<file path="config.mk">
export PLATFORM = sky130hd
export DESIGN_NAME = tlq_sqrt
export DESIGN_NICKNAME = d
export VERILOG_FILES = /design/src/rtl/core/assert_macros.svh /design/src/rtl/core/tlq_pkg.sv /design/src/rtl/core/tlq_sqrt.sv
export SDC_FILE = /design/constraint.sdc
export NUM_CORES = 2
export LEC_CHECK = 0
export BUFFER_PORTS_ARGS = -buffer_cell sky130_fd_sc_hd__buf_2
export CAP_MARGIN = 30
export CORE_UTILIZATION = 55
export CTS_BUF_LIST = sky130_fd_sc_hd__clkbuf_4 sky130_fd_sc_hd__clkbuf_8
export CTS_CLUSTER_SIZE = 40
export DETAILED_ROUTE_END_ITERATION = 12
export PLACE_DENSITY = 0.76
export SLEW_MARGIN = 20
export SYNTH_ARGS = -nofsm -noshare
export SYNTH_HDL_FRONTEND = slang
export SYNTH_SLANG_ARGS = --single-unit
</file>
<file path="constraint.sdc">
create_clock -name clk -period 7.6 [get_ports clk]
set_clock_uncertainty 0.15 [all_clocks]
set_input_delay 1.52 -clock clk [delete_from_list [all_inputs] [get_ports clk]]
set_output_delay 1.52 -clock clk [all_outputs]
set_load 0.01 [all_outputs]
</file>
<file path="src/rtl/core/assert_macros.svh">
// Assertion macros for the stroke expansion; only the vertex sequencer uses them.
`ifndef ASSERT_MACROS_SVH
`define ASSERT_MACROS_SVH

// A property checked at every rising clock edge outside reset.
`define TLQ_ASSERT(lbl, prop) \
  lbl: assert property (@(posedge clk) disable iff (!rst_n) prop) \
    else $error("tlq: assertion failed");

// A cause in one cycle and its required effect in the next.
`define TLQ_ASSERT_NEXT(lbl, ante, cons) \
  lbl: assert property (@(posedge clk) disable iff (!rst_n) (ante) |=> (cons)) \
    else $error("tlq: assertion failed");

`endif

</file>
<file path="src/rtl/core/tlq_pkg.sv">
// Types, widths and arithmetic step functions of the thick line vertex generator.
package tlq_pkg;

  localparam int COORD_W   = 16;
  localparam int HW_W      = 14;
  localparam logic [HW_W-1:0] HW_RESET = 14'd16;
  localparam int DIFF_W    = COORD_W + 1;
  localparam int MAG_W     = COORD_W;
  localparam int PROD_W    = MAG_W + HW_W;
  localparam int L2_W      = 2 * MAG_W + 1;
  localparam int NORM_BITS = 14;
  localparam int SQ_SHIFT  = 2 * NORM_BITS;
  localparam int ROOT_W    = 31;
  localparam int RAD_W     = 2 * ROOT_W;
  localparam int SQ_REM_W  = ROOT_W + 3;
  localparam int SQ_STAGES = (ROOT_W + 1) / 2;
  localparam int DIV_Q_W   = 15;
  localparam int DIV_STAGES = (DIV_Q_W + 1) / 2;
  localparam int NUM_W     = PROD_W + DIV_Q_W + 1;
  localparam int DEN_W     = ROOT_W + 1;
  localparam int DREM_W    = DEN_W + 1;
  localparam int VERT_W    = 3;
  localparam logic [VERT_W-1:0] VERT_LAST = 3'd7;
  localparam int VTX_SUM_W = COORD_W + 3;

  typedef struct packed {
    logic signed [COORD_W-1:0] ax;
    logic signed [COORD_W-1:0] ay;
    logic signed [COORD_W-1:0] bx;
    logic signed [COORD_W-1:0] by;
    logic                      sx;
    logic                      sy;
    logic                      zero;
    logic [PROD_W-1:0]         px;
    logic [PROD_W-1:0]         py;
  } tlq_item_t;

  typedef struct packed {
    logic [SQ_REM_W-1:0] rem;
    logic [ROOT_W-1:0]   root;
  } sq_state_t;

  typedef struct packed {
    logic [DREM_W-1:0]  rem;
    logic [DIV_Q_W-1:0] quo;
  } div_state_t;

  // Bit pair j (from the top) of the radicand l2 * 2^28.
  function automatic logic [1:0] sq_pair(input logic [L2_W-1:0] l2, input int j);
    logic [RAD_W-1:0] n;
    logic [RAD_W-1:0] sh;
    n  = {{(RAD_W-L2_W-SQ_SHIFT){1'b0}}, l2, {SQ_SHIFT{1'b0}}};
    sh = n >> (RAD_W - 2 - 2 * j);
    return sh[1:0];
  endfunction

  function automatic sq_state_t sq_step(input sq_state_t s, input logic [1:0] pair);
    logic [SQ_REM_W-1:0] cur;
    logic [SQ_REM_W-1:0] trial;
    sq_state_t           o;
    cur   = {s.rem[SQ_REM_W-3:0], pair};
    trial = {1'b0, s.root, 2'b01};
    if (cur >= trial) begin
      o.rem  = cur - trial;
      o.root = {s.root[ROOT_W-2:0], 1'b1};
    end else begin
      o.rem  = cur;
      o.root = {s.root[ROOT_W-2:0], 1'b0};
    end
    return o;
  endfunction

  function automatic div_state_t div_step(input div_state_t s, input logic nb,
                                          input logic [DEN_W-1:0] den);
    logic [DREM_W-1:0] cur;
    div_state_t        o;
    cur = {s.rem[DREM_W-2:0], nb};
    if (cur >= {1'b0, den}) begin
      o.rem = cur - {1'b0, den};
      o.quo = {s.quo[DIV_Q_W-2:0], 1'b1};
    end else begin
      o.rem = cur;
      o.quo = {s.quo[DIV_Q_W-2:0], 1'b0};
    end
    return o;
  endfunction

  function automatic logic signed [COORD_W-1:0] sat_coord(
      input logic signed [VTX_SUM_W-1:0] v);
    logic [VTX_SUM_W-COORD_W:0] top;
    top = v[VTX_SUM_W-1:COORD_W-1];
    if (top == '0 || top == '1) begin
      return v[COORD_W-1:0];
    end
    return v[VTX_SUM_W-1] ? {1'b1, {(COORD_W-1){1'b0}}} : {1'b0, {(COORD_W-1){1'b1}}};
  endfunction

endpackage

</file>
<file path="src/rtl/core/tlq_sqrt.sv">
// Pipelined integer square root of the squared length times 2^28, two root bits per stage (one in the last).
module tlq_sqrt (
  input  logic                      clk,
  input  logic                      rst_n,
  input  logic                      en,
  input  logic                      in_valid,
  input  tlq_pkg::tlq_item_t        in_item,
  input  logic [tlq_pkg::L2_W-1:0]  in_l2,
  output logic                      out_valid,
  output tlq_pkg::tlq_item_t        out_item,
  output logic [tlq_pkg::ROOT_W-1:0] out_root
);

  logic                     v_r    [tlq_pkg::SQ_STAGES];
  tlq_pkg::tlq_item_t       item_r [tlq_pkg::SQ_STAGES];
  logic [tlq_pkg::L2_W-1:0] l2_r   [tlq_pkg::SQ_STAGES];
  tlq_pkg::sq_state_t       st_r   [tlq_pkg::SQ_STAGES];
  logic                     v_src  [tlq_pkg::SQ_STAGES];
  tlq_pkg::tlq_item_t       i_src  [tlq_pkg::SQ_STAGES];
  logic [tlq_pkg::L2_W-1:0] l_src  [tlq_pkg::SQ_STAGES];
  tlq_pkg::sq_state_t       st_nxt [tlq_pkg::SQ_STAGES];

  always_comb begin
    tlq_pkg::sq_state_t s_in;
    tlq_pkg::sq_state_t s_mid;
    for (int s = 0; s < tlq_pkg::SQ_STAGES; s++) begin
      if (s == 0) begin
        v_src[s] = in_valid;
        i_src[s] = in_item;
        l_src[s] = in_l2;
        s_in     = '0;
      end else begin
        v_src[s] = v_r[s-1];
        i_src[s] = item_r[s-1];
        l_src[s] = l2_r[s-1];
        s_in     = st_r[s-1];
      end
      s_mid = tlq_pkg::sq_step(s_in, tlq_pkg::sq_pair(l_src[s], 2 * s));
      if (2 * s + 1 < tlq_pkg::ROOT_W) begin
        st_nxt[s] = tlq_pkg::sq_step(s_mid, tlq_pkg::sq_pair(l_src[s], 2 * s + 1));
      end else begin
        st_nxt[s] = s_mid;
      end
    end
  end

  always_ff @(posedge clk) begin
    for (int s = 0; s < tlq_pkg::SQ_STAGES; s++) begin
      if (!rst_n) begin
        v_r[s] <= 1'b0;
      end else if (en) begin
        v_r[s] <= v_src[s];
      end
      if (en) begin
        item_r[s] <= i_src[s];
        l2_r[s]   <= l_src[s];
        st_r[s]   <= st_nxt[s];
      end
    end
  end

  assign out_valid = v_r[tlq_pkg::SQ_STAGES-1];
  assign out_item  = item_r[tlq_pkg::SQ_STAGES-1];
  assign out_root  = st_r[tlq_pkg::SQ_STAGES-1].root;

endmodule

</file>
* Word level (Yosys, flattened, before mapping)
Memories as Yosys holds them, arrays and structs flattened.
Cells that the tools add are included.
** Cells by class
- Reductions and logical operators :: 0
- Divide/modulo/power cells :: 0
- Multiplexer cells :: 52
- Bitwise gates (word level) :: 16
- Shift operators :: 0
- Magnitude comparators :: 31
- Multipliers :: 0
- Equal/unequal tests :: 0
- Add/sub/neg operators :: 31
** Operators by type and width (number)
- $mux W65 :: 16
- $ge A34 B33 Y1 :: 30
- $mux W63 :: 15
- $sub A34 B33 Y34 :: 16
- $sub A32 B32 Y32 :: 14
- $mux W1 :: 21
- $or A1 B1 Y1 :: 16
- $sub A1 B1 Y2 const B :: 1
- $ge A1 B1 Y1 const B :: 1
** Storage, ports and cells
- ROM bits :: 0
- Memories kept :: 4
- Memory bits (writable) :: 3616
- Bits of input ports :: 164
- Logic and storage cells :: 134
- Latch bits :: 0
- Flip-flop bits (word level) :: 0
- Output and inout port bits :: 159
** Memory list
- item_r :: depth 16, bits a word 127, read ports 16, clocked after Yosys merged registers in 0, wr ports 16, RTL line tlq_sqrt.sv:15 : tlq_pkg::tlq_item_t item_r [tlq_pkg::SQ_STAGES];
- st_r :: depth 16, bits a word 65, read ports 16, clocked after Yosys merged registers in 0, wr ports 16, RTL line tlq_sqrt.sv:17 : tlq_pkg::sq_state_t st_r [tlq_pkg::SQ_STAGES];
- l2_r :: depth 16, bits a word 33, read ports 15, clocked after Yosys merged registers in 0, wr ports 16, RTL line tlq_sqrt.sv:16 : logic [tlq_pkg::L2_W-1:0] l2_r [tlq_pkg::SQ_STAGES];
- v_r :: depth 16, bits a word 1, read ports 16, clocked after Yosys merged registers in 0, wr ports 16, RTL line tlq_sqrt.sv:14 : logic v_r [tlq_pkg::SQ_STAGES];

* Longest topological paths before layout
An unclocked memory read counts as a cell.
- Word-level depth :: 5
- Mapped depth :: 32
- Gate-level depth less buffers :: 28

* Least setup slack after synthesis
Ideal clock, no wire load.
- Kind :: register -> register
- Start :: mem st_r[1][357] (netlist bit)
- End :: mem st_r[1][434] (netlist bit) (data pin)
- Setup time :: 0.260 ns
- Period minus slack after synthesis :: 7.610 ns
- Stages on the path, launching flop included :: 33
- Slack :: -0.010 ns
- Arrival :: 7.200 ns
- Data required time :: 7.190 ns
- Buffers on the path :: 5
- Cell sequence :: edfxtp_1 > inv_1 > ha_1 > fa_1 > a21o_1 > a21oi_1 > o21ai_0 > a31oi_1 > o21ai_0 > o311ai_0 > a31oi_1 > a311o_1 > clkbuf_1 > clkbuf_1 > buf_1 > mux2i_1 > inv_1 > ha_1 > a21o_1 > a21o_1 > a2111oi_0 > o31ai_1 > a31oi_1 > nor2b_1 > o21ai_0 > o211ai_1 > a211oi_1 > o31ai_1 > nand2_1 > nand2_1 > buf_2 > buf_2 > mux2_2
** RTL lines (RTL line)
- from (decl) :: tlq_sqrt.sv:17

==> flow_summary_export.csv <==
group,metric,value,unit
global_routing,grt_use_total,19.5,%
hold_path,hp-class,"reg -> reg",
worst_setup_path,cp-endpoint,"st_r[1][447]",
run_status,outcome,"complete, no violations",
synthesis,async_reset_ff_share,0,%
place,place_congestion,0.920,
sta,hold_viol_final,0,
worst_setup_path,slowest_stage,"a311o_2",
place,io_buffers,322,
floorplanning,core_area,223000,µm²
detailed_routing,wl_per_cell,18.0,µm
sta,fmax,138,MHz
global_routing,grt_pass1_wl,355000,µm
global_routing,overflow,0,
clocking,tritoncts,"yes",
synthesis,syn_inst,8428,
floorplanning,die_h,476,µm
synthesis,ys.flop_type,"edfxtp_1",
final_layout,multiInputGateArea,34500,µm²
worst_setup_path,slowest_delay,490,ps
sta,min_period_over_period,95.2,%
final_layout,utilization,62.1,%
final_layout,fin_cells,12500,
clocking,clkTransAtPathRegs,60,ps
detailed_routing,firstDrtPassIters,6,
synthesis,ys_ff_latch,2893,
synthesis,synth_most_common_cell,"edfxtp_1",
clocking,root_buffer,"clkbuf_8",
sta,worst_slack,362,ps
place,pre_cts_slack,-123,ps
detailed_routing,vias_per_cell,5.50,
clocking,cts_max_path_buffers,4,
worst_setup_path,r2r_start,"st_r[1][356]",
sta,setup_viol,0,
synthesis,ys_warn_count,0,
floorplanning,start_util,55.5,%
worst_setup_path,startpoint,"st_r[1][356]",
worst_setup_path,cp-end-kind,"flop",
sta,drv_slew,0,
final_layout,area.sequential,86900,µm²
power,p_leak,51.6,nW
worst_setup_path,critPathKind,"reg -> reg",
global_routing,grt_pass1_vias,68400,
synthesis,syn_nets,9094,
floorplanning,io_pins,323,
worst_setup_path,crit_path_frequent_cell,"a21o_1",
final_layout,area_growth,12.0,%
power,ir_worst_vdd,237,µV
hold_path,min_path_cells,0,
detailed_routing,wirelength,226000,µm
hold_path,holdCritStartpoint,"item_r[0][167]",
clocking,numCtsBuffers,448,
worst_setup_path,reg2regPathDepth,28,
worst_setup_path,required,8220,ps
worst_setup_path,r2r_end,"st_r[1][447]",
sta,relSlewSlack,30.6,%
final_layout,nFillCells,16100,
final_layout,drive_gt1_share,15.4,%
place,placed_cells,11700,
run,max-cap-violations,0,
detailed_routing,antenna_left,0,
worst_setup_path,rrSetupSlack,360,ps
synthesis,synth_area_leaders,"edfxtp_1 70%, ha_1 5.0%, xnor2_1 3.0%",
power,p_per_area,325,nW/µm²
synthesis,avgSynthCellArea,14.7,µm²
synthesis,synth_common_cells,"2892 x edfxtp_1, 539 x nor2_1, 523 x a21oi_1, 490 x ha_1, 468 x nand2_1",
sta,fin_tns_setup,0,ps
detailed_routing,via_count,68900,
sta,min_period,7240,ps
global_routing,grt_max_degree,207,
place,dp_hpwl,159000,µm
worst_setup_path,startpoint_type,"flop",
worst_setup_path,critical_path_arrival,7860,ps
synthesis,yosysTopAreaCell,"edfxtp_1",
clocking,clk_latency,1110,ps
detailed_routing,drc,0,
floorplanning,die-width,476,µm
detailed_routing,drt_iter0_drc,4842,
clocking,cts_sinks,2893,
clocking,htreeDepth,5,
floorplanning,num_rows,173,
global_routing,antenna_found_initial,9,
synthesis,synth.distinct_cells,134,
floorplanning,die-area,227000,µm²
power,power,0.0450,W
worst_setup_path,cp_max_fo,30,
synthesis,synth_top_area_share,70.2,%
synthesis,seq_area_frac_synth,70.2,%
synthesis,synth_edf_count,2892,
final_layout,nets,9882,
sta,worst_slew_pin_slew,1040,ps
synthesis,synth_area,124000,µm²
[worst min-delay path by stage]
stage,to,slack (ps)
floorplan,item_r[0][1000],250
global placement,item_r[1][32],250
detailed placement,item_r[0][1001],250
CTS,l2_r[0][141],180
global route,item_r[0][479],170
finish,item_r[0][294],190
[cell type report]
class | count | area share [%]
diodes | 3 | 0.00542
clock inverters | 209 | 1.05
inverters | 428 | 1.16
clock buffers | 569 | 5.12
repair buffers | 512 | 2.36
multi-input cells | 4933 | 24.9
flip-flops and latches | 2893 | 62.7
well taps | 2975 | 2.69
[where the power goes]
part | switching [W] | leakage [nW] | total (W) | internal (W)
clock network | 0.00561 | 4.50 | 0.0123 | 0.00669
logic | 0.00679 | 19.1 | 0.0120 | 0.00519
registers | 0.000920 | 28.0 | 0.0207 | 0.0198
total | 0.0133 | 51.6 | 0.0450 | 0.0316
[flip-flops by register name, summed over array words and instances, names as in the netlist]
name and cells:
item_r 2032, l2_r 135, st_r 710, v_r 16
[routing by layer]
metal | track usage [%] | wire, µm
met1 | 25.0 | 96400
met2 | 32.8 | 110000
met3 | 3.15 | 10800
met4 | 8.42 | 8540
met5 | 0 | 0
[kinds of logic (layout without fill, tap and decap cells)]
family          Yosys count  in the layout  synth area share [%]
flops                  2893           2893                  70.2
compound gates         1610           1610                  8.33
mux                     157            157                  1.40
other cells               0              3                     0
simple gates           2038           2038                  8.46
buf+inv                 602           1718                  2.01
fa+ha+maj               502            502                  5.15
xor+xnor                626            626                  4.43
[critical path, delay by kind of cell (launching register included)]
kind	cells	cell delay [ps]
flip-flops	1	400
adder cells (fa/ha/maj)	3	950
AND/OR/NAND/NOR	3	310
AO/OA/AOI/OAI	17	4110
multiplexers	2	520
buffers and inverters	3	490
[what timing repair did]
action / in CTS / in global routing
endpoints found under the setup margin: 27 / 112
buffers inserted: 0 / 3
hold endpoints to repair: 0 / 0
resized for setup: 2 / 22
hold buffers: 0 / 0
pin swaps: 0 / 3
[through the flow]
stage	hold slack (ps)	area, µm²
CTS	179	138000
floorplan	250	124000
detailed placement	255	130000
global route	174	139000
finish	188	139000
global placement	250	130000
[layout by cell type (no fill, tap or decap), types with 34 or more instances in the layout]
master	n
xor2_1	208
a211oi_1	46
o21a_1	86
xnor2_1	418
clkinv_1	122
nand3_1	144
a21oi_1	519
or3_1	64
o21ai_0	319
clkinv_2	51
edfxtp_1	2892
nor4_1	77
inv_1	418
or2_2	35
clkbuf_4	119
nor2b_1	82
buf_2	322
and3_1	60
nand4_1	68
ha_1	490
a21o_1	199
clkbuf_8	450
nand2_1	468
o31ai_1	57
buf_4	171
nand2b_1	87
o21bai_1	69
mux2_2	130
nor2_1	539
a31oi_1	40
and2_1	35
nor3_1	149
nand3b_1	34
Note: power is estimated with default switching activity, not from simulation.
