[src/rtl/core/assert_macros.svh]
// Assertion macros for the stroke expansion; only the vertex sequencer uses them.
`ifndef ASSERT_MACROS_SVH
`define ASSERT_MACROS_SVH

// A property checked at every rising clock edge outside reset.
`define TLQ_ASSERT(lbl, prop) \
  lbl: assert property (@(posedge clk) disable iff (!rst_n) prop) \
    else $error("tlq: assertion failed");

// A cause in one cycle and its required effect in the next.
`define TLQ_ASSERT_NEXT(lbl, ante, cons) \
  lbl: assert property (@(posedge clk) disable iff (!rst_n) (ante) |=> (cons)) \
    else $error("tlq: assertion failed");

`endif

[src/rtl/core/tlq_pkg.sv]
// Types, widths and arithmetic step functions of the thick line vertex generator.
package tlq_pkg;

  localparam int COORD_W   = 16;
  localparam int HW_W      = 14;
  localparam logic [HW_W-1:0] HW_RESET = 14'd16;
  localparam int DIFF_W    = COORD_W + 1;
  localparam int MAG_W     = COORD_W;
  localparam int PROD_W    = MAG_W + HW_W;
  localparam int L2_W      = 2 * MAG_W + 1;
  localparam int NORM_BITS = 14;
  localparam int SQ_SHIFT  = 2 * NORM_BITS;
  localparam int ROOT_W    = 31;
  localparam int RAD_W     = 2 * ROOT_W;
  localparam int SQ_REM_W  = ROOT_W + 3;
  localparam int SQ_STAGES = (ROOT_W + 1) / 2;
  localparam int DIV_Q_W   = 15;
  localparam int DIV_STAGES = (DIV_Q_W + 1) / 2;
  localparam int NUM_W     = PROD_W + DIV_Q_W + 1;
  localparam int DEN_W     = ROOT_W + 1;
  localparam int DREM_W    = DEN_W + 1;
  localparam int VERT_W    = 3;
  localparam logic [VERT_W-1:0] VERT_LAST = 3'd7;
  localparam int VTX_SUM_W = COORD_W + 3;

  typedef struct packed {
    logic signed [COORD_W-1:0] ax;
    logic signed [COORD_W-1:0] ay;
    logic signed [COORD_W-1:0] bx;
    logic signed [COORD_W-1:0] by;
    logic                      sx;
    logic                      sy;
    logic                      zero;
    logic [PROD_W-1:0]         px;
    logic [PROD_W-1:0]         py;
  } tlq_item_t;

  typedef struct packed {
    logic [SQ_REM_W-1:0] rem;
    logic [ROOT_W-1:0]   root;
  } sq_state_t;

  typedef struct packed {
    logic [DREM_W-1:0]  rem;
    logic [DIV_Q_W-1:0] quo;
  } div_state_t;

  // Bit pair j (from the top) of the radicand l2 * 2^28.
  function automatic logic [1:0] sq_pair(input logic [L2_W-1:0] l2, input int j);
    logic [RAD_W-1:0] n;
    logic [RAD_W-1:0] sh;
    n  = {{(RAD_W-L2_W-SQ_SHIFT){1'b0}}, l2, {SQ_SHIFT{1'b0}}};
    sh = n >> (RAD_W - 2 - 2 * j);
    return sh[1:0];
  endfunction

  function automatic sq_state_t sq_step(input sq_state_t s, input logic [1:0] pair);
    logic [SQ_REM_W-1:0] cur;
    logic [SQ_REM_W-1:0] trial;
    sq_state_t           o;
    cur   = {s.rem[SQ_REM_W-3:0], pair};
    trial = {1'b0, s.root, 2'b01};
    if (cur >= trial) begin
      o.rem  = cur - trial;
      o.root = {s.root[ROOT_W-2:0], 1'b1};
    end else begin
      o.rem  = cur;
      o.root = {s.root[ROOT_W-2:0], 1'b0};
    end
    return o;
  endfunction

  function automatic div_state_t div_step(input div_state_t s, input logic nb,
                                          input logic [DEN_W-1:0] den);
    logic [DREM_W-1:0] cur;
    div_state_t        o;
    cur = {s.rem[DREM_W-2:0], nb};
    if (cur >= {1'b0, den}) begin
      o.rem = cur - {1'b0, den};
      o.quo = {s.quo[DIV_Q_W-2:0], 1'b1};
    end else begin
      o.rem = cur;
      o.quo = {s.quo[DIV_Q_W-2:0], 1'b0};
    end
    return o;
  endfunction

  function automatic logic signed [COORD_W-1:0] sat_coord(
      input logic signed [VTX_SUM_W-1:0] v);
    logic [VTX_SUM_W-COORD_W:0] top;
    top = v[VTX_SUM_W-1:COORD_W-1];
    if (top == '0 || top == '1) begin
      return v[COORD_W-1:0];
    end
    return v[VTX_SUM_W-1] ? {1'b1, {(COORD_W-1){1'b0}}} : {1'b0, {(COORD_W-1){1'b1}}};
  endfunction

endpackage

[src/rtl/core/tlq_front.sv]
// Front stages: segment differences, then squared length and scaled magnitudes.
module tlq_front (
  input  logic                              clk,
  input  logic                              rst_n,
  input  logic                              en,
  input  logic                              in_valid,
  input  logic signed [tlq_pkg::COORD_W-1:0] ax,
  input  logic signed [tlq_pkg::COORD_W-1:0] ay,
  input  logic signed [tlq_pkg::COORD_W-1:0] bx,
  input  logic signed [tlq_pkg::COORD_W-1:0] by,
  input  logic [tlq_pkg::HW_W-1:0]          half_width,
  output logic                              out_valid,
  output tlq_pkg::tlq_item_t                out_item,
  output logic [tlq_pkg::L2_W-1:0]          out_l2
);

  logic                                    v1_r;
  logic signed [tlq_pkg::COORD_W-1:0]      ax1_r, ay1_r, bx1_r, by1_r;
  logic signed [tlq_pkg::DIFF_W-1:0]       dx_r, dy_r;
  logic signed [tlq_pkg::DIFF_W-1:0]       dx_nxt, dy_nxt;
  logic [tlq_pkg::DIFF_W-1:0]              mx_full, my_full;
  logic [tlq_pkg::MAG_W-1:0]               mx, my;
  logic [2*tlq_pkg::MAG_W-1:0]             sqx, sqy;
  logic                                    v2_r;
  tlq_pkg::tlq_item_t                      item_r, item_nxt;
  logic [tlq_pkg::L2_W-1:0]                l2_r, l2_nxt;

  assign dx_nxt = {bx[tlq_pkg::COORD_W-1], bx} - {ax[tlq_pkg::COORD_W-1], ax};
  assign dy_nxt = {by[tlq_pkg::COORD_W-1], by} - {ay[tlq_pkg::COORD_W-1], ay};

  always_comb begin
    mx_full = dx_r[tlq_pkg::DIFF_W-1] ? -dx_r : dx_r;
    my_full = dy_r[tlq_pkg::DIFF_W-1] ? -dy_r : dy_r;
    mx      = mx_full[tlq_pkg::MAG_W-1:0];
    my      = my_full[tlq_pkg::MAG_W-1:0];
    sqx     = mx * mx;
    sqy     = my * my;
    l2_nxt  = {1'b0, sqx} + {1'b0, sqy};
    item_nxt.ax   = ax1_r;
    item_nxt.ay   = ay1_r;
    item_nxt.bx   = bx1_r;
    item_nxt.by   = by1_r;
    item_nxt.sx   = dx_r[tlq_pkg::DIFF_W-1];
    item_nxt.sy   = dy_r[tlq_pkg::DIFF_W-1];
    item_nxt.zero = (dx_r == '0) && (dy_r == '0);
    item_nxt.px   = mx * half_width;
    item_nxt.py   = my * half_width;
  end

  always_ff @(posedge clk) begin
    if (!rst_n) begin
      v1_r <= 1'b0;
      v2_r <= 1'b0;
    end else if (en) begin
      v1_r <= in_valid;
      v2_r <= v1_r;
    end
    if (en) begin
      ax1_r  <= ax;
      ay1_r  <= ay;
      bx1_r  <= bx;
      by1_r  <= by;
      dx_r   <= dx_nxt;
      dy_r   <= dy_nxt;
      item_r <= item_nxt;
      l2_r   <= l2_nxt;
    end
  end

  assign out_valid = v2_r;
  assign out_item  = item_r;
  assign out_l2    = l2_r;

endmodule

[config.mk]
export PLATFORM = sky130hd
export DESIGN_NAME = tlq_front
export DESIGN_NICKNAME = d
export VERILOG_FILES = /design/src/rtl/core/assert_macros.svh /design/src/rtl/core/tlq_pkg.sv /design/src/rtl/core/tlq_front.sv
export SDC_FILE = /design/constraint.sdc
export NUM_CORES = 2
export LEC_CHECK = 0
export ABC_AREA = 1
export BUFFER_PORTS_ARGS = -buffer_cell sky130_fd_sc_hd__buf_2
export CAP_MARGIN = 25
export CORE_MARGIN = 4
export CORE_UTILIZATION = 30
export DETAILED_ROUTE_END_ITERATION = 10
export PLACE_DENSITY = 0.45
export SKIP_LAST_GASP = 1
export SLEW_MARGIN = 20
export SYNTH_ARGS = -nofsm -noshare
export SYNTH_HDL_FRONTEND = slang
export SYNTH_SLANG_ARGS = --single-unit
[constraint.sdc]
create_clock -name clk -period 7.1 [get_ports clk]
set_input_delay 0 -clock clk [delete_from_list [all_inputs] [get_ports clk]]
set_output_delay 0 -clock clk [all_outputs]
set_load 0.1 [all_outputs]
==> Word level (Yosys, flattened, before mapping) <==
Cells that the tools add are included.
{ "op_classes": {"addsub": 5, "n_mux": 2, "n_reduce_logical": 3, "multipliers": 4} }
{ "op_table": {"columns": ["op", "count"], "rows": [
  ["$mul 16x16->32", 2],
  ["$mul 16x14->30", 2],
  ["$logic_not 17->1", 2],
  ["$sub 16x16->17", 2],
  ["$add 32x32->33", 1],
  ["$mux 16", 2],
  ["$neg 16->16", 2],
  ["$logic_and 1x1->1", 1]
]} }
{ "totals": {"output_inout_bits": 161, "word_cells": 32, "regBits": 260, "input_bits": 82} }

==> Depth between registers and ports, before layout <==
{ "logic_depth": {"word_depth": 4, "mapped_depth": 43, "ltp_nobuf": 41} }

==> Worst setup path after synthesis <==
Ideal clock, no wire load.
{ "synth_timing": {"path_type": "reg-to-reg", "start": "register dx_r[0] (netlist bit)", "end": "register l2_r, in the netlist out_l2[24], data pin", "stages_incl_launch_ff": 38, "t_arrival_ns": 7.483, "t_required_ns": 6.835, "period_less_slack_ns": 7.748, "setup_ns": 0.265, "path_slack_ns": -0.648, "path_buffers": 3, "path_cell_list": "edfxtp_1 -> buf_6 -> inv_4 -> clkbuf_1 -> ha_1 -> inv_1 -> nor3_2 -> nand2_2 -> nor3_4 -> nand4_2 -> nand2_1 -> nand2_1 -> nand2_4 -> inv_2 -> buf_6 -> nor2_1 -> fa_1 -> fa_1 -> [2 not listed] -> fa_1 -> inv_1 -> fa_1 -> fa_1 -> fa_1 -> inv_1 -> fa_1 -> inv_1 -> ha_1 -> nand2_1 -> nor2_1 -> inv_1 -> nor2_1 -> inv_1 -> nor2_1 -> nor2_1 -> o21ai_0 -> xor2_1"} }
{ "synth_between": {"elab_chain_cells": 4} }
{ "synth_rtl": {"columns": ["item", "line_no", "text"], "rows": [
  ["start: declaration", "tlq_front.sv:19", "logic signed [tlq_pkg::DIFF_W-1:0] dx_r, dy_r;"],
  ["start signal: assignment", "tlq_front.sv:63", "dx_r <= dx_nxt;"],
  ["$neg 16->16", "tlq_front.sv:32", "mx_full = dx_r[tlq_pkg::DIFF_W-1] ? -dx_r : dx_r;"],
  ["$mux 16 (*)", "tlq_front.sv:32", null],
  ["$mul 16x16->32 (*)", "tlq_front.sv:36", "sqx = mx * mx;"],
  ["$add 32x32->33 (*)", "tlq_front.sv:38", "l2_nxt = {1'b0, sqx} + {1'b0, sqy};"],
  ["named net l2_nxt, one bit", "tlq_front.sv:26", "logic [tlq_pkg::L2_W-1:0] l2_r, l2_nxt;"],
  ["end signal: assignment", "tlq_front.sv:66", "l2_r <= l2_nxt;"],
  ["end: declaration", "tlq_front.sv:26", null]
]} }
Mark *: on every way through the listed nets, which the timed path passes. The rest lies on a longest branch.
A chain may end at the register's enable or synchronous reset.

==> Final worst setup path <==
{ "layout_timing": {"start": "register dy_r[0] (netlist bit)", "end": "register l2_r, in the netlist out_l2[21], data pin"} }
{ "layout_between": {"elab_chain_cells": 4} }
{ "layout_rtl": {"columns": ["item", "line_no", "text"], "rows": [
  ["start: declaration", "tlq_front.sv:19", null],
  ["start signal: assignment", "tlq_front.sv:64", "dy_r <= dy_nxt;"],
  ["$neg 16->16", "tlq_front.sv:33", "my_full = dy_r[tlq_pkg::DIFF_W-1] ? -dy_r : dy_r;"],
  ["$mux 16 (*)", "tlq_front.sv:33", null],
  ["$mul 16x16->32 (*)", "tlq_front.sv:37", "sqy = my * my;"],
  ["$add 32x32->33 (*)", "tlq_front.sv:38", null],
  ["named net l2_nxt, one bit", "tlq_front.sv:26", null]
]} }
Marked as above.

==> impl_metrics.toml <==
[critical_path]
path_common_cell = "fa_1"
worstPathArrival_ns = 7.87
path_max_fanout = 5
cp-start-kind = "register"
crit_path_end_kind = "register"
required_ns = 7.46
cpPeakStageDelay_ns = 0.58
ff2ff_path_depth = 32
crit_slowest_cell = "fa_1"
critPathKind = "reg2reg"

[grt]
antenna_found_initial = 1
grt_max_degree = 71
overflow = 0
grt_use_total = 0.183
first_global_vias = 34200
grt_pass1_wl_um = 198000

[flow_run]
max-cap-violations = 0

[floorplanning]
dieArea_um2 = 140000
ios = 243
start_util = 0.302
die_h_um = 375
die_w_um = 375
rows = 134
core-area_um2 = 133000

[cells_and_area]
drive_gt1_frac = 0.242
nets = 6370
stdcell_area_um2 = 51300
n_fill_cell = 13800
multi_input_area_um2 = 29500
layout_commonest_cell = "inv_1"
final_cell_mix = "1046 x inv_1, 690 x fa_1, 653 x nand2_1"
diodes = 0
finalNonFillerCells = 6947
ff_latch_area_um2 = 7790
area_growth_pct = 27.4

[logic_synthesis]
yosysSeqAreaShare = 0.193
netlist_area_um2 = 40300
synth-edff-count = 258
avgSynthCellArea_um2 = 9.18
synth_seq_cells = 260
syn_nets = 5605
syn_inst = 4392
yosysUniqueCellTypes = 51
async_reset_ff_frac = 0
synth_ff_type = "edfxtp_1"
synth_warnings = 0

[sta]
fin_tns_setup_ns = -6.33
layout_setup_ws_ns = -0.404
rsz0062_at_grt = "true"
setup_viol = 21
max_freq_mhz = 133
hold_viol_final = 0
clock_skew_ns = 0.0474
whs_ns = 0.157
fin_crit_sh = 1.06
finalMaxSlewViolations = 0
worst-slew-pin-transition_ns = 0.908
fin_crit_ns = 7.50
relSlewSlack = 0.391

[routing]
viasPerCell = 4.48
vias = 31100
drtPass1Iterations = 5
drc_errors = 0
first_iter_violations = 1534
drt_wl_total_um = 126000
ant_nets = 0
wl_per_cell_um = 18.2

[cts]
ctsRootBufferMaster = "clkbuf_16"
htree_levels = 2
clock_sinks = 260
clkLatencyLatePin_ns = 0.61
clkTransAtPathRegs_ns = 0.06
clock_path_buffers = 3
cts_tree = "built"
numCtsBuffers = 34

[worst_hold_path]
min_path_cells = 2
min_path_type = "in2reg"

[run_status]
violations = "negative setup slack"
outcome = "complete, but fails checks"

[place]
dpl.cell_count = 6733
dp_hpwl_um = 106000
port-buffer-count = 242
place_congestion = 0.902
placed_cell_area_um2 = 47000
==> flip-flops by register name, summed over array words and instances (netlist names) <==
signal     cells
out_item     127
out_l2        33
dx_r          17
dy_r          17
ax1_r         16
ay1_r         16
bx1_r         16
by1_r         16
out_valid      1
v1_r           1
==> cell usage after synthesis, types with 3 or more instances <==
library cell / instances / area (µm²)
a21boi_0: 10 / 75.1
a21o_1: 13 / 97.6
a21oi_1: 124 / 621
a31oi_1: 8 / 50.1
buf_2: 46 / 230
buf_4: 11 / 82.6
buf_6: 7 / 78.8
clkbuf_1: 57 / 214
clkinv_1: 3 / 11.3
edfxtp_1: 258 / 7750
fa_1: 719 / 14400
ha_1: 412 / 5150
inv_1: 1110 / 4170
inv_2: 17 / 63.8
nand2_1: 722 / 2710
nand2_2: 9 / 56.3
nand2_4: 4 / 45.0
nand3_1: 103 / 515
nand3b_1: 4 / 30.0
nand4_1: 24 / 150
nor2_1: 431 / 1620
nor2_2: 5 / 31.3
nor2_4: 4 / 45.0
nor3_1: 27 / 135
nor4_1: 7 / 43.8
o21ai_0: 84 / 420
o21ai_1: 5 / 25.0
o21bai_1: 17 / 128
or2_2: 4 / 25.0
xnor2_1: 29 / 254
xor2_1: 87 / 762
==> layer usage <==
metal,vias up,share of wire,GRT usage
li1,14700,-,-
met1,15600,0.43,0.234
met2,642,0.50,0.328
met3,153,0.042,0.0210
met4,0,0.028,0.0464
met5,-,0,0
==> critical path, delay by kind of cell (launching register included) <==
family,cells,cell delay [ns]
buffers and inverters,10,1.04
DFF,1,0.40
AOI/OAI and AO/OA,2,0.24
and+or+nand+nor,9,1.10
xor gates and xnor gates,1,0.14
adders and majority gates,10,4.34
==> per-stage QoR <==
step | utilization | setup WS [ns]
after floorplan | - | -0.222
after global routing | 0.385 | -0.755
after global placement | 0.353 | -0.777
final | 0.385 | -0.404
after CTS | 0.374 | -0.369
after detailed placement | 0.353 | -0.664
==> path summary, 6_finish.rpt <==
path | start | to | slack (ns)
max | dy_r[0] | out_l2[21] | -0.40
min | bx[10] | bx1_r[10] | 0.16
max reg2reg | dy_r[0] | out_l2[21] | -0.40
min reg2reg | bx1_r[11] | out_item[90] | 0.40
==> area by class of cell <==
type,instances,share of cell area
Timing Repair Buffer,851,0.126
Sequential cell,260,0.152
Tap cell,1768,0.0431
Clock buffer,39,0.0169
Clock inverter,19,0.00405
Inverter,1132,0.0844
Multi-Input combinational cell,2878,0.574
==> logic make-up (layout without fill, tap and decap cells) <==
family,after synthesis,in the layout,synth area share
buffers and inverters,1254,2041,0.121
flip-flops,260,260,0.193
XOR/XNOR,117,117,0.0256
AND/OR/NAND/NOR,1355,1355,0.137
AO/OA/AOI/OAI,275,275,0.0381
adder cells (fa/ha/maj),1131,1131,0.485
==> what timing repair did <==
action	CTS	global route
hold buffers	70	0
setup buffers	40	57
endpoints found under the hold margin	142	0
pin swaps	114	173
gates resized for setup	219	299
setup endpoints to repair	23	48
Power is not shown: default switching activity piles up to over one toggle a cycle in this logic, so the estimate is an artifact.
