==> config.mk <==
export PLATFORM = sky130hd
export DESIGN_NAME = tlq_div
export DESIGN_NICKNAME = d
export VERILOG_FILES = /design/src/rtl/core/assert_macros.svh /design/src/rtl/core/tlq_pkg.sv /design/src/rtl/core/tlq_div.sv
export SDC_FILE = /design/constraint.sdc
export NUM_CORES = 2
export LEC_CHECK = 0
export BUFFER_PORTS_ARGS = -buffer_cell sky130_fd_sc_hd__buf_4
export CAP_MARGIN = 20
export CORE_ASPECT_RATIO = 1.5
export CORE_MARGIN = 2
export CORE_UTILIZATION = 47
export CTS_CLUSTER_SIZE = 25
export DETAILED_ROUTE_END_ITERATION = 12
export SYNTH_ARGS = -nofsm -noshare
export SYNTH_HDL_FRONTEND = slang
export SYNTH_SLANG_ARGS = --single-unit
==> constraint.sdc <==
create_clock -name clk -period 8.6 [get_ports clk]
set_input_delay 0.86 -clock clk [delete_from_list [all_inputs] [get_ports clk]]
set_output_delay 0.86 -clock clk [all_outputs]
set_load 0.02 [all_outputs]
==> src/rtl/core/assert_macros.svh <==
// Assertion macros for the stroke expansion; only the vertex sequencer uses them.
`ifndef ASSERT_MACROS_SVH
`define ASSERT_MACROS_SVH

// A property checked at every rising clock edge outside reset.
`define TLQ_ASSERT(lbl, prop) \
  lbl: assert property (@(posedge clk) disable iff (!rst_n) prop) \
    else $error("tlq: assertion failed");

// A cause in one cycle and its required effect in the next.
`define TLQ_ASSERT_NEXT(lbl, ante, cons) \
  lbl: assert property (@(posedge clk) disable iff (!rst_n) (ante) |=> (cons)) \
    else $error("tlq: assertion failed");

`endif

==> src/rtl/core/tlq_pkg.sv <==
// Types, widths and arithmetic step functions of the thick line vertex generator.
package tlq_pkg;

  localparam int COORD_W   = 16;
  localparam int HW_W      = 14;
  localparam logic [HW_W-1:0] HW_RESET = 14'd16;
  localparam int DIFF_W    = COORD_W + 1;
  localparam int MAG_W     = COORD_W;
  localparam int PROD_W    = MAG_W + HW_W;
  localparam int L2_W      = 2 * MAG_W + 1;
  localparam int NORM_BITS = 14;
  localparam int SQ_SHIFT  = 2 * NORM_BITS;
  localparam int ROOT_W    = 31;
  localparam int RAD_W     = 2 * ROOT_W;
  localparam int SQ_REM_W  = ROOT_W + 3;
  localparam int SQ_STAGES = (ROOT_W + 1) / 2;
  localparam int DIV_Q_W   = 15;
  localparam int DIV_STAGES = (DIV_Q_W + 1) / 2;
  localparam int NUM_W     = PROD_W + DIV_Q_W + 1;
  localparam int DEN_W     = ROOT_W + 1;
  localparam int DREM_W    = DEN_W + 1;
  localparam int VERT_W    = 3;
  localparam logic [VERT_W-1:0] VERT_LAST = 3'd7;
  localparam int VTX_SUM_W = COORD_W + 3;

  typedef struct packed {
    logic signed [COORD_W-1:0] ax;
    logic signed [COORD_W-1:0] ay;
    logic signed [COORD_W-1:0] bx;
    logic signed [COORD_W-1:0] by;
    logic                      sx;
    logic                      sy;
    logic                      zero;
    logic [PROD_W-1:0]         px;
    logic [PROD_W-1:0]         py;
  } tlq_item_t;

  typedef struct packed {
    logic [SQ_REM_W-1:0] rem;
    logic [ROOT_W-1:0]   root;
  } sq_state_t;

  typedef struct packed {
    logic [DREM_W-1:0]  rem;
    logic [DIV_Q_W-1:0] quo;
  } div_state_t;

  // Bit pair j (from the top) of the radicand l2 * 2^28.
  function automatic logic [1:0] sq_pair(input logic [L2_W-1:0] l2, input int j);
    logic [RAD_W-1:0] n;
    logic [RAD_W-1:0] sh;
    n  = {{(RAD_W-L2_W-SQ_SHIFT){1'b0}}, l2, {SQ_SHIFT{1'b0}}};
    sh = n >> (RAD_W - 2 - 2 * j);
    return sh[1:0];
  endfunction

  function automatic sq_state_t sq_step(input sq_state_t s, input logic [1:0] pair);
    logic [SQ_REM_W-1:0] cur;
    logic [SQ_REM_W-1:0] trial;
    sq_state_t           o;
    cur   = {s.rem[SQ_REM_W-3:0], pair};
    trial = {1'b0, s.root, 2'b01};
    if (cur >= trial) begin
      o.rem  = cur - trial;
      o.root = {s.root[ROOT_W-2:0], 1'b1};
    end else begin
      o.rem  = cur;
      o.root = {s.root[ROOT_W-2:0], 1'b0};
    end
    return o;
  endfunction

  function automatic div_state_t div_step(input div_state_t s, input logic nb,
                                          input logic [DEN_W-1:0] den);
    logic [DREM_W-1:0] cur;
    div_state_t        o;
    cur = {s.rem[DREM_W-2:0], nb};
    if (cur >= {1'b0, den}) begin
      o.rem = cur - {1'b0, den};
      o.quo = {s.quo[DIV_Q_W-2:0], 1'b1};
    end else begin
      o.rem = cur;
      o.quo = {s.quo[DIV_Q_W-2:0], 1'b0};
    end
    return o;
  endfunction

  function automatic logic signed [COORD_W-1:0] sat_coord(
      input logic signed [VTX_SUM_W-1:0] v);
    logic [VTX_SUM_W-COORD_W:0] top;
    top = v[VTX_SUM_W-1:COORD_W-1];
    if (top == '0 || top == '1) begin
      return v[COORD_W-1:0];
    end
    return v[VTX_SUM_W-1] ? {1'b1, {(COORD_W-1){1'b0}}} : {1'b0, {(COORD_W-1){1'b1}}};
  endfunction

endpackage

==> src/rtl/core/tlq_div.sv <==
// Pipelined rounded divides of both scaled magnitudes by the length.
module tlq_div (
  input  logic                              clk,
  input  logic                              rst_n,
  input  logic                              en,
  input  logic                              in_valid,
  input  tlq_pkg::tlq_item_t                in_item,
  input  logic [tlq_pkg::ROOT_W-1:0]        in_root,
  output logic                              out_valid,
  output tlq_pkg::tlq_item_t                out_item,
  output logic signed [tlq_pkg::COORD_W-1:0] out_ex,
  output logic signed [tlq_pkg::COORD_W-1:0] out_ey
);

  localparam int NS = tlq_pkg::DIV_STAGES;

  logic                      v0_r;
  tlq_pkg::tlq_item_t        item0_r;
  logic [tlq_pkg::DEN_W-1:0] den0_r;
  logic [tlq_pkg::NUM_W-1:0] nx0_r, ny0_r;
  logic [tlq_pkg::NUM_W-1:0] nx_nxt, ny_nxt;

  logic                      v_r    [NS];
  tlq_pkg::tlq_item_t        item_r [NS];
  logic [tlq_pkg::DEN_W-1:0] den_r  [NS];
  logic [tlq_pkg::NUM_W-1:0] nx_r   [NS];
  logic [tlq_pkg::NUM_W-1:0] ny_r   [NS];
  tlq_pkg::div_state_t       qx_r   [NS];
  tlq_pkg::div_state_t       qy_r   [NS];
  logic                      v_src  [NS];
  tlq_pkg::tlq_item_t        i_src  [NS];
  logic [tlq_pkg::DEN_W-1:0] d_src  [NS];
  logic [tlq_pkg::NUM_W-1:0] nx_src [NS];
  logic [tlq_pkg::NUM_W-1:0] ny_src [NS];
  tlq_pkg::div_state_t       qx_nxt [NS];
  tlq_pkg::div_state_t       qy_nxt [NS];

  logic [tlq_pkg::DIV_Q_W-1:0] qx_fin, qy_fin;

  // Numerator 2 * |d| * w * 2^14 + r over denominator 2 * r rounds half up.
  assign nx_nxt = {1'b0, in_item.px, {tlq_pkg::DIV_Q_W{1'b0}}}
                + {{(tlq_pkg::NUM_W-tlq_pkg::ROOT_W){1'b0}}, in_root};
  assign ny_nxt = {1'b0, in_item.py, {tlq_pkg::DIV_Q_W{1'b0}}}
                + {{(tlq_pkg::NUM_W-tlq_pkg::ROOT_W){1'b0}}, in_root};

  always_comb begin
    tlq_pkg::div_state_t sx_in, sy_in, sx_mid, sy_mid;
    for (int s = 0; s < NS; s++) begin
      if (s == 0) begin
        v_src[s]  = v0_r;
        i_src[s]  = item0_r;
        d_src[s]  = den0_r;
        nx_src[s] = nx0_r;
        ny_src[s] = ny0_r;
        sx_in.rem = {2'b00, nx0_r[tlq_pkg::NUM_W-1:tlq_pkg::DIV_Q_W]};
        sx_in.quo = '0;
        sy_in.rem = {2'b00, ny0_r[tlq_pkg::NUM_W-1:tlq_pkg::DIV_Q_W]};
        sy_in.quo = '0;
      end else begin
        v_src[s]  = v_r[s-1];
        i_src[s]  = item_r[s-1];
        d_src[s]  = den_r[s-1];
        nx_src[s] = nx_r[s-1];
        ny_src[s] = ny_r[s-1];
        sx_in     = qx_r[s-1];
        sy_in     = qy_r[s-1];
      end
      sx_mid = tlq_pkg::div_step(sx_in, nx_src[s][tlq_pkg::DIV_Q_W-1-2*s], d_src[s]);
      sy_mid = tlq_pkg::div_step(sy_in, ny_src[s][tlq_pkg::DIV_Q_W-1-2*s], d_src[s]);
      if (2 * s + 1 < tlq_pkg::DIV_Q_W) begin
        qx_nxt[s] = tlq_pkg::div_step(sx_mid, nx_src[s][tlq_pkg::DIV_Q_W-2-2*s], d_src[s]);
        qy_nxt[s] = tlq_pkg::div_step(sy_mid, ny_src[s][tlq_pkg::DIV_Q_W-2-2*s], d_src[s]);
      end else begin
        qx_nxt[s] = sx_mid;
        qy_nxt[s] = sy_mid;
      end
    end
  end

  always_ff @(posedge clk) begin
    if (!rst_n) begin
      v0_r <= 1'b0;
    end else if (en) begin
      v0_r <= in_valid;
    end
    if (en) begin
      item0_r <= in_item;
      den0_r  <= {in_root, 1'b0};
      nx0_r   <= nx_nxt;
      ny0_r   <= ny_nxt;
    end
    for (int s = 0; s < NS; s++) begin
      if (!rst_n) begin
        v_r[s] <= 1'b0;
      end else if (en) begin
        v_r[s] <= v_src[s];
      end
      if (en) begin
        item_r[s] <= i_src[s];
        den_r[s]  <= d_src[s];
        nx_r[s]   <= nx_src[s];
        ny_r[s]   <= ny_src[s];
        qx_r[s]   <= qx_nxt[s];
        qy_r[s]   <= qy_nxt[s];
      end
    end
  end

  // A zero-length segment keeps a zero direction.
  always_comb begin
    qx_fin = item_r[NS-1].zero ? '0 : qx_r[NS-1].quo;
    qy_fin = item_r[NS-1].zero ? '0 : qy_r[NS-1].quo;
    out_ex = item_r[NS-1].sx ? -$signed({1'b0, qx_fin}) : $signed({1'b0, qx_fin});
    out_ey = item_r[NS-1].sy ? -$signed({1'b0, qy_fin}) : $signed({1'b0, qy_fin});
  end

  assign out_valid = v_r[NS-1];
  assign out_item  = item_r[NS-1];

endmodule

Yosys cells after proc, flatten, opt, wreduce, memory -nomap -nowiden

Memories as Yosys holds them, arrays and structs flattened.
Cells that the tools add are included.

Bits in registers: 251
Bits in writable memories: 2784
Input port bits: 162
Output and inout bits: 160
Word-level logic and storage cells: 139
Memories: 7

Add/sub/neg operators: 34
$lt $le $gt $ge: 30
Multiplexer cells: 47
Bitwise logic cells: 8

Memories:

| memory          | depth | bits a word | read ports | clocked after Yosys merged registers in | write ports | RTL line      | RTL |
|---|---|---|---|---|---|---|---|
| item_r          | 8     | 127         | 8          | 0                                       | 8           | tlq_div.sv:24 | `tlq_pkg::tlq_item_t item_r [NS];` |
| qx_r            | 8     | 48          | 8          | 0                                       | 8           | tlq_div.sv:28 | `tlq_pkg::div_state_t qx_r [NS];` |
| qy_r            | 8     | 48          | 8          | 0                                       | 8           | tlq_div.sv:29 | `tlq_pkg::div_state_t qy_r [NS];` |
| nx_r            | 8     | 46          | 7          | 0                                       | 8           | tlq_div.sv:26 | `logic [tlq_pkg::NUM_W-1:0] nx_r [NS];` |
| ny_r            | 8     | 46          | 7          | 0                                       | 8           | tlq_div.sv:27 | `logic [tlq_pkg::NUM_W-1:0] ny_r [NS];` |
| den_r           | 8     | 32          | 7          | 0                                       | 8           | tlq_div.sv:25 | `logic [tlq_pkg::DEN_W-1:0] den_r [NS];` |
| 1 more memories | n/a   | n/a         | n/a        | n/a                                     | n/a         | n/a           |  |

Operator list:

| operator                                                       | count |
|---|---|
| 33-bit by 32-bit greater-or-equal comparator with 1-bit output | 28 |
| 48-bit 2-to-1 mux                                              | 16 |
| 47-bit 2-to-1 mux                                              | 14 |
| 33-bit by 32-bit subtractor with 33-bit output                 | 16 |
| 32-bit subtractor                                              | 14 |
| 45-bit by 31-bit adder with 46-bit output                      | 2 |
| 32-bit greater-or-equal comparator                             | 2 |
| 16-bit 2-to-1 mux                                              | 2 |
| 15-bit negation with 16-bit output                             | 2 |
| 15-bit 2-to-1 mux                                              | 2 |
| 1-bit 2-to-1 mux                                               | 13 |
| 1-bit bitwise OR                                               | 8 |

Logic depth before layout (Yosys ltp)

An unclocked memory read counts as a cell.

Word-level depth: 5
Depth in mapped cells: 31
Depth with buffers taken out: 27

Worst setup path after synthesis

No wires, ideal clock.

Path kind: register -> register
Start point: memory ny_r[3][7] (netlist name)
End point: memory qx_r[1][21] (netlist name) (data pin)
Setup time: 260 ps
Data arrival time: 6234 ps
Data required time: 8340 ps
Slack: 2107 ps
Stages on the path, launching flop included: 28
Buffers on the path: 2
Clock period less this slack: 6493 ps
Cells stage by stage: edfxtp_1 -> inv_1 -> ha_1 -> fa_1 -> nor2b_1 -> o21ai_1 -> a21oi_1 -> o21ai_0 -> a21boi_1 -> nor3_1 -> nor4_1 -> nor2_1 -> inv_2 -> buf_2 -> mux2_2 -> ha_1 -> a21o_1 -> a21o_1 -> a21o_1 -> a311o_1 -> nand2_1 -> a31oi_1 -> a311oi_1 -> nor2b_1 -> a211oi_4 -> inv_2 -> buf_2 -> mux2_2

RTL lines:

| element     | RTL line |
|---|---|
| from (decl) | tlq_div.sv:27 |
| to (decl)   | tlq_div.sv:28 |

==> results by stage <==
Place:
- At the end of routability-driven placement, the weighted congestion stood at 0.993.
- The count of input and output buffers is 321.
- The sum of net half-perimeters after detailed placement is 309,000 um.

Timing:
- Of the available clock period, the critical path in the final layout requires 0.980.
- The final-report max-slew violation count is 0.
- The number of hold violations in the final report was 0.
- Setup repair after global routing left no endpoint under its margin.
- Across the routed clock network, the largest skew measured is 103 ps.
- The routed design could run at a clock period as short as 8430 ps.
- The worst slew slack as a fraction of its limit is 0.126.
- At the pin with the least slew margin, the transition time is 1300 ps.
- The setup total negative slack is 0 ps.
- Setup violations remaining at the end of the flow were counted as 0.
- The achievable clock frequency is 119 MHz.

Clock tree:
- The number of buffers on the longest clock path is 4.
- After clock tree synthesis, the setup repair step added 0 buffers.
- The clock latency of the later-clocked register in the worst-skew pair is 930 ps.
- The H-tree was split into 4 levels.
- The TritonCTS clock tree is done.
- The number of instances resized during post-cts repair is 0.
- The clock transition time at the flip-flop clock pins of the worst setup and hold paths is 70 ps.
- The cell at the root of the clock tree is clkbuf_16.
- The count of hold-fix buffers inserted at cts is 0.
- The number of buffers created by CTS is 205.
- The tree built by TritonCTS fans out to 2,038 sinks.

Setup path:
- The cell with the largest stage delay on the worst path is nor2_1.
- Data arrives at the worst endpoint at 9050 ps.
- The critical path is of the reg -> reg type.
- The critical path endpoint category is a flip-flop.
- The worst register-to-register path has a setup slack of 170 ps.
- The startpoint kind of the worst setup timing path is a flip-flop.
- Tracing the worst setup path back leads to its startpoint at den_r[4][27].
- At the worst endpoint, the required time is 9230 ps.
- The cell class contributing the biggest share of worst-path delay is simple AND/OR/NAND/NOR gates.
- The worst register-to-register path begins at den_r[4][27].
- In this design, the stage delay of the slowest critical-path cell is 840 ps.
- The signal on the critical path passes through inv_1, ha_1, and3_1, nand2_1, nor2_1, nand3_1, nand3_1, o21ai_4, mux2_2, ha_1, nand4_1, a21oi_1, o311ai_0, buf_4, a31oi_1, buf_4, o211ai_1, a211o_1, o21ai_0, nor4bb_1, a211o_1, mux2_2.
- Together, buffers and inverters on the worst path number 3.
- Of all nets on the critical path, the largest fanout is 31.

Synth:
- The area fraction of the dominant cell type after synthesis is 0.521.
- Of the total synthesized cell area, the portion taken by full adders, half adders and majority gates is 0.107.
- The cell accounting for the most synthesized area is edfxtp_1.
- Synthesis inferred 2,038 register bits.
- The number of flops mapped to enable cells by yosys is 2,036.
- The sequential-to-total area share from yosys stat is 0.521.
- Yosys attributes the largest share of cell area to edfxtp_1 (52%), ha_1 (10%), mux2_2 (4.5%).
- The post-synthesis instance area is 117,000 um2.
- The most used flip-flop cell after synthesis is edfxtp_1.
- The total nets after synthesis is 11,200.
- The post-synthesis xor/xnor area fraction is 0.0581.
- The post-synthesis compound-gate area fraction was 0.144.
- The proportion of synthesized flip-flops having asynchronous set or reset is 0.
- The number of unique standard cell types used by synthesis is 101.
- By area, the combinational part of the netlist is dominated by compound AO/OA/AOI/OAI gates.
- After synthesis, the share of cell area in mux cells is 0.0504.
- The simple-gate share of the synthesized area is 0.0953.
- The mean cell area of the mapped netlist is 11.7 um2.
- In the synthesized netlist, the number of instances is 10,000.
- During synthesis, Yosys emitted a total of 0 warnings.

Worst hold path:
- The min-delay analysis places its worst path in the category in -> reg.
- The worst hold path startpoint is in_item[117].

Floorplanning:
- The initialized floorplan defines 224 standard-cell rows.
- The die outline width is 412 um.
- For this configuration, the core starts out at a cell density of 0.472.
- The die covers 254,000 um2.
- The number of top-level pins is 322.
- Measured along the y axis, the die boundary spans 616 um.
- The area of the core is 248,000 um2.

Job:
- The number of maximum-capacitance violations is 0.

Global route:
- The leftover overflow at the end of global routing is 0.
- Entering global routing, the biggest net connects 193 pins.
- The via count of the first global-routing pass came to 84,700.
- The first global-routing pass estimated 546,000 um of wire.
- For this run, the total global-route usage over all layers was measured as 0.295.
- The initial antenna violation count is 26.

Final layout:
- The sequential cell area is 61,200 um2.
- The proportion of layout cells with a drive suffix above 1 is 0.142.
- The filler cell count is 21,400.
- In the final layout, the multi-input gates occupy 53,500 um2.
- The growth of design area from synthesis to finish is 13.3%.
- The final layout contains 11,800 nets.

Detailed routing:
- The routed layout has 82,400 vias.
- The post-detailed-routing wire length is 382,000 um.
- The number of optimization iterations in the first detailed-route pass is 6.
- In the routed layout, each cell is associated on average with a via count of 5.82.
- The final routed wire length divided by cell count is 27.0 um.
- Once detail routing completed, the nets flagged for antenna violations numbered 0.
- The DRC violation count after routing is 0.
- The first routing iteration left 4,991 violations.

Outcome:
- The flow ran to the end, and the final reports show no timing, DRC or antenna violations.
-- per-stage QoR --
stage	hold WS [ps]	setup slack, ps	instances	cell area (um2)	util
floorplan	400	2110	10000	117000	-
global placement	400	412	13800	126000	0.508
detailed placement	405	398	13800	126000	0.508
CTS	37.6	343	14100	133000	0.535
global route	55.3	61.8	14100	133000	0.535
finish	107	172	14100	133000	0.535
-- worst register-to-register path: stages, from the launching register on --
cell and delay [ps]:
edfxtp_1 420, inv_1 170, ha_1 450, and3_1 230
nand2_1 130, nor2_1 840, nand3_1 800, nand3_1 600
o21ai_4 310, mux2_2 420, ha_1 370, nand4_1 580
a21oi_1 590, o311ai_0 250, buf_4 220, a31oi_1 140
buf_4 150, o211ai_1 200, a211o_1 360, o21ai_0 330
nor4bb_1 110, a211o_1 270, mux2_2 250
-- placed cells by master, fill, tap and decap left out, types with 83 or more instances in the layout --
cell type / Yosys / layout
a31oi_1: 90 / 90
nor3_1: 131 / 129
buf_4: 1 / 618
mux2_2: 465 / 465
xor2_1: 250 / 250
nor2_1: 648 / 648
ha_1: 955 / 955
nand2_1: 615 / 615
a211oi_1: 83 / 83
nor2b_1: 142 / 141
nand2b_1: 124 / 124
o21bai_1: 103 / 102
a21oi_1: 823 / 821
o21ai_0: 532 / 532
a21o_1: 450 / 450
o21a_1: 118 / 118
edfxtp_1: 2036 / 2036
xnor2_1: 528 / 528
nand4_1: 131 / 131
clkbuf_16: 0 / 207
nand3_1: 168 / 168
inv_1: 527 / 527
-- per-layer routing --
layer / GRT usage / vias to the layer above / part of all wire
li1: - / 39200 / -
met1: 0.277 / 40000 / 0.33
met2: 0.555 / 2065 / 0.53
met3: 0.0329 / 1005 / 0.032
met4: 0.260 / 20 / 0.11
met5: 0 / - / 0.00039
-- state kept, by name, summed over array words and instances (netlist names) --
signal / flops
den0_r: 16
den_r: 112
i_src: 127
item_r: 1016
nx0_r: 46
nx_r: 45
ny0_r: 31
ny_r: 60
qx_r: 288
qy_r: 288
v0_r: 1
v_r: 8
-- synthesized netlist by cell type, types with 49 or more instances --
cell type and count:
nor3_1 131, o21bai_1 103, nor2_1 648, and3_1 71, or3_1 60, xnor2_1 528
a211oi_1 83, edfxtp_1 2036, a21oi_1 823, nand4_1 131, ha_1 955, nand2b_1 124
nor2b_1 142, buf_2 49, o31ai_1 58, clkbuf_1 106, nand2_1 615, o21ai_0 532
mux2i_1 64, xor2_1 250, mux2_2 465, nand3_1 168, o21a_1 118, inv_1 527
a31oi_1 90, a21o_1 450
-- cell families after synthesis --
kind of cell / Yosys count
mux: 532
xor+xnor: 778
fa+ha+maj: 985
buf+inv: 707
simple gates: 2316
compound gates: 2651
flops: 2038
-- final cells by class --
type                    count  share of cell area
clock buffers             227              0.0395
clock inverters           139              0.0107
multi-input cells        7262               0.403
flip-flops and latches   2038               0.460
diodes                     19            0.000358
repair buffers            652              0.0401
inverters                 533              0.0151
well taps                3277              0.0309
-- worst paths after layout --
check | to | cells past startpoint
worst max-delay path | qx_r[1][93] | 22
worst min-delay path | i_src[1006] | 1
worst max register to register | qx_r[1][93] | 22
worst min register to register | item_r[0][214] | 0
Power is not shown: default switching activity piles up to over one toggle a cycle in this logic, so the estimate is an artifact.
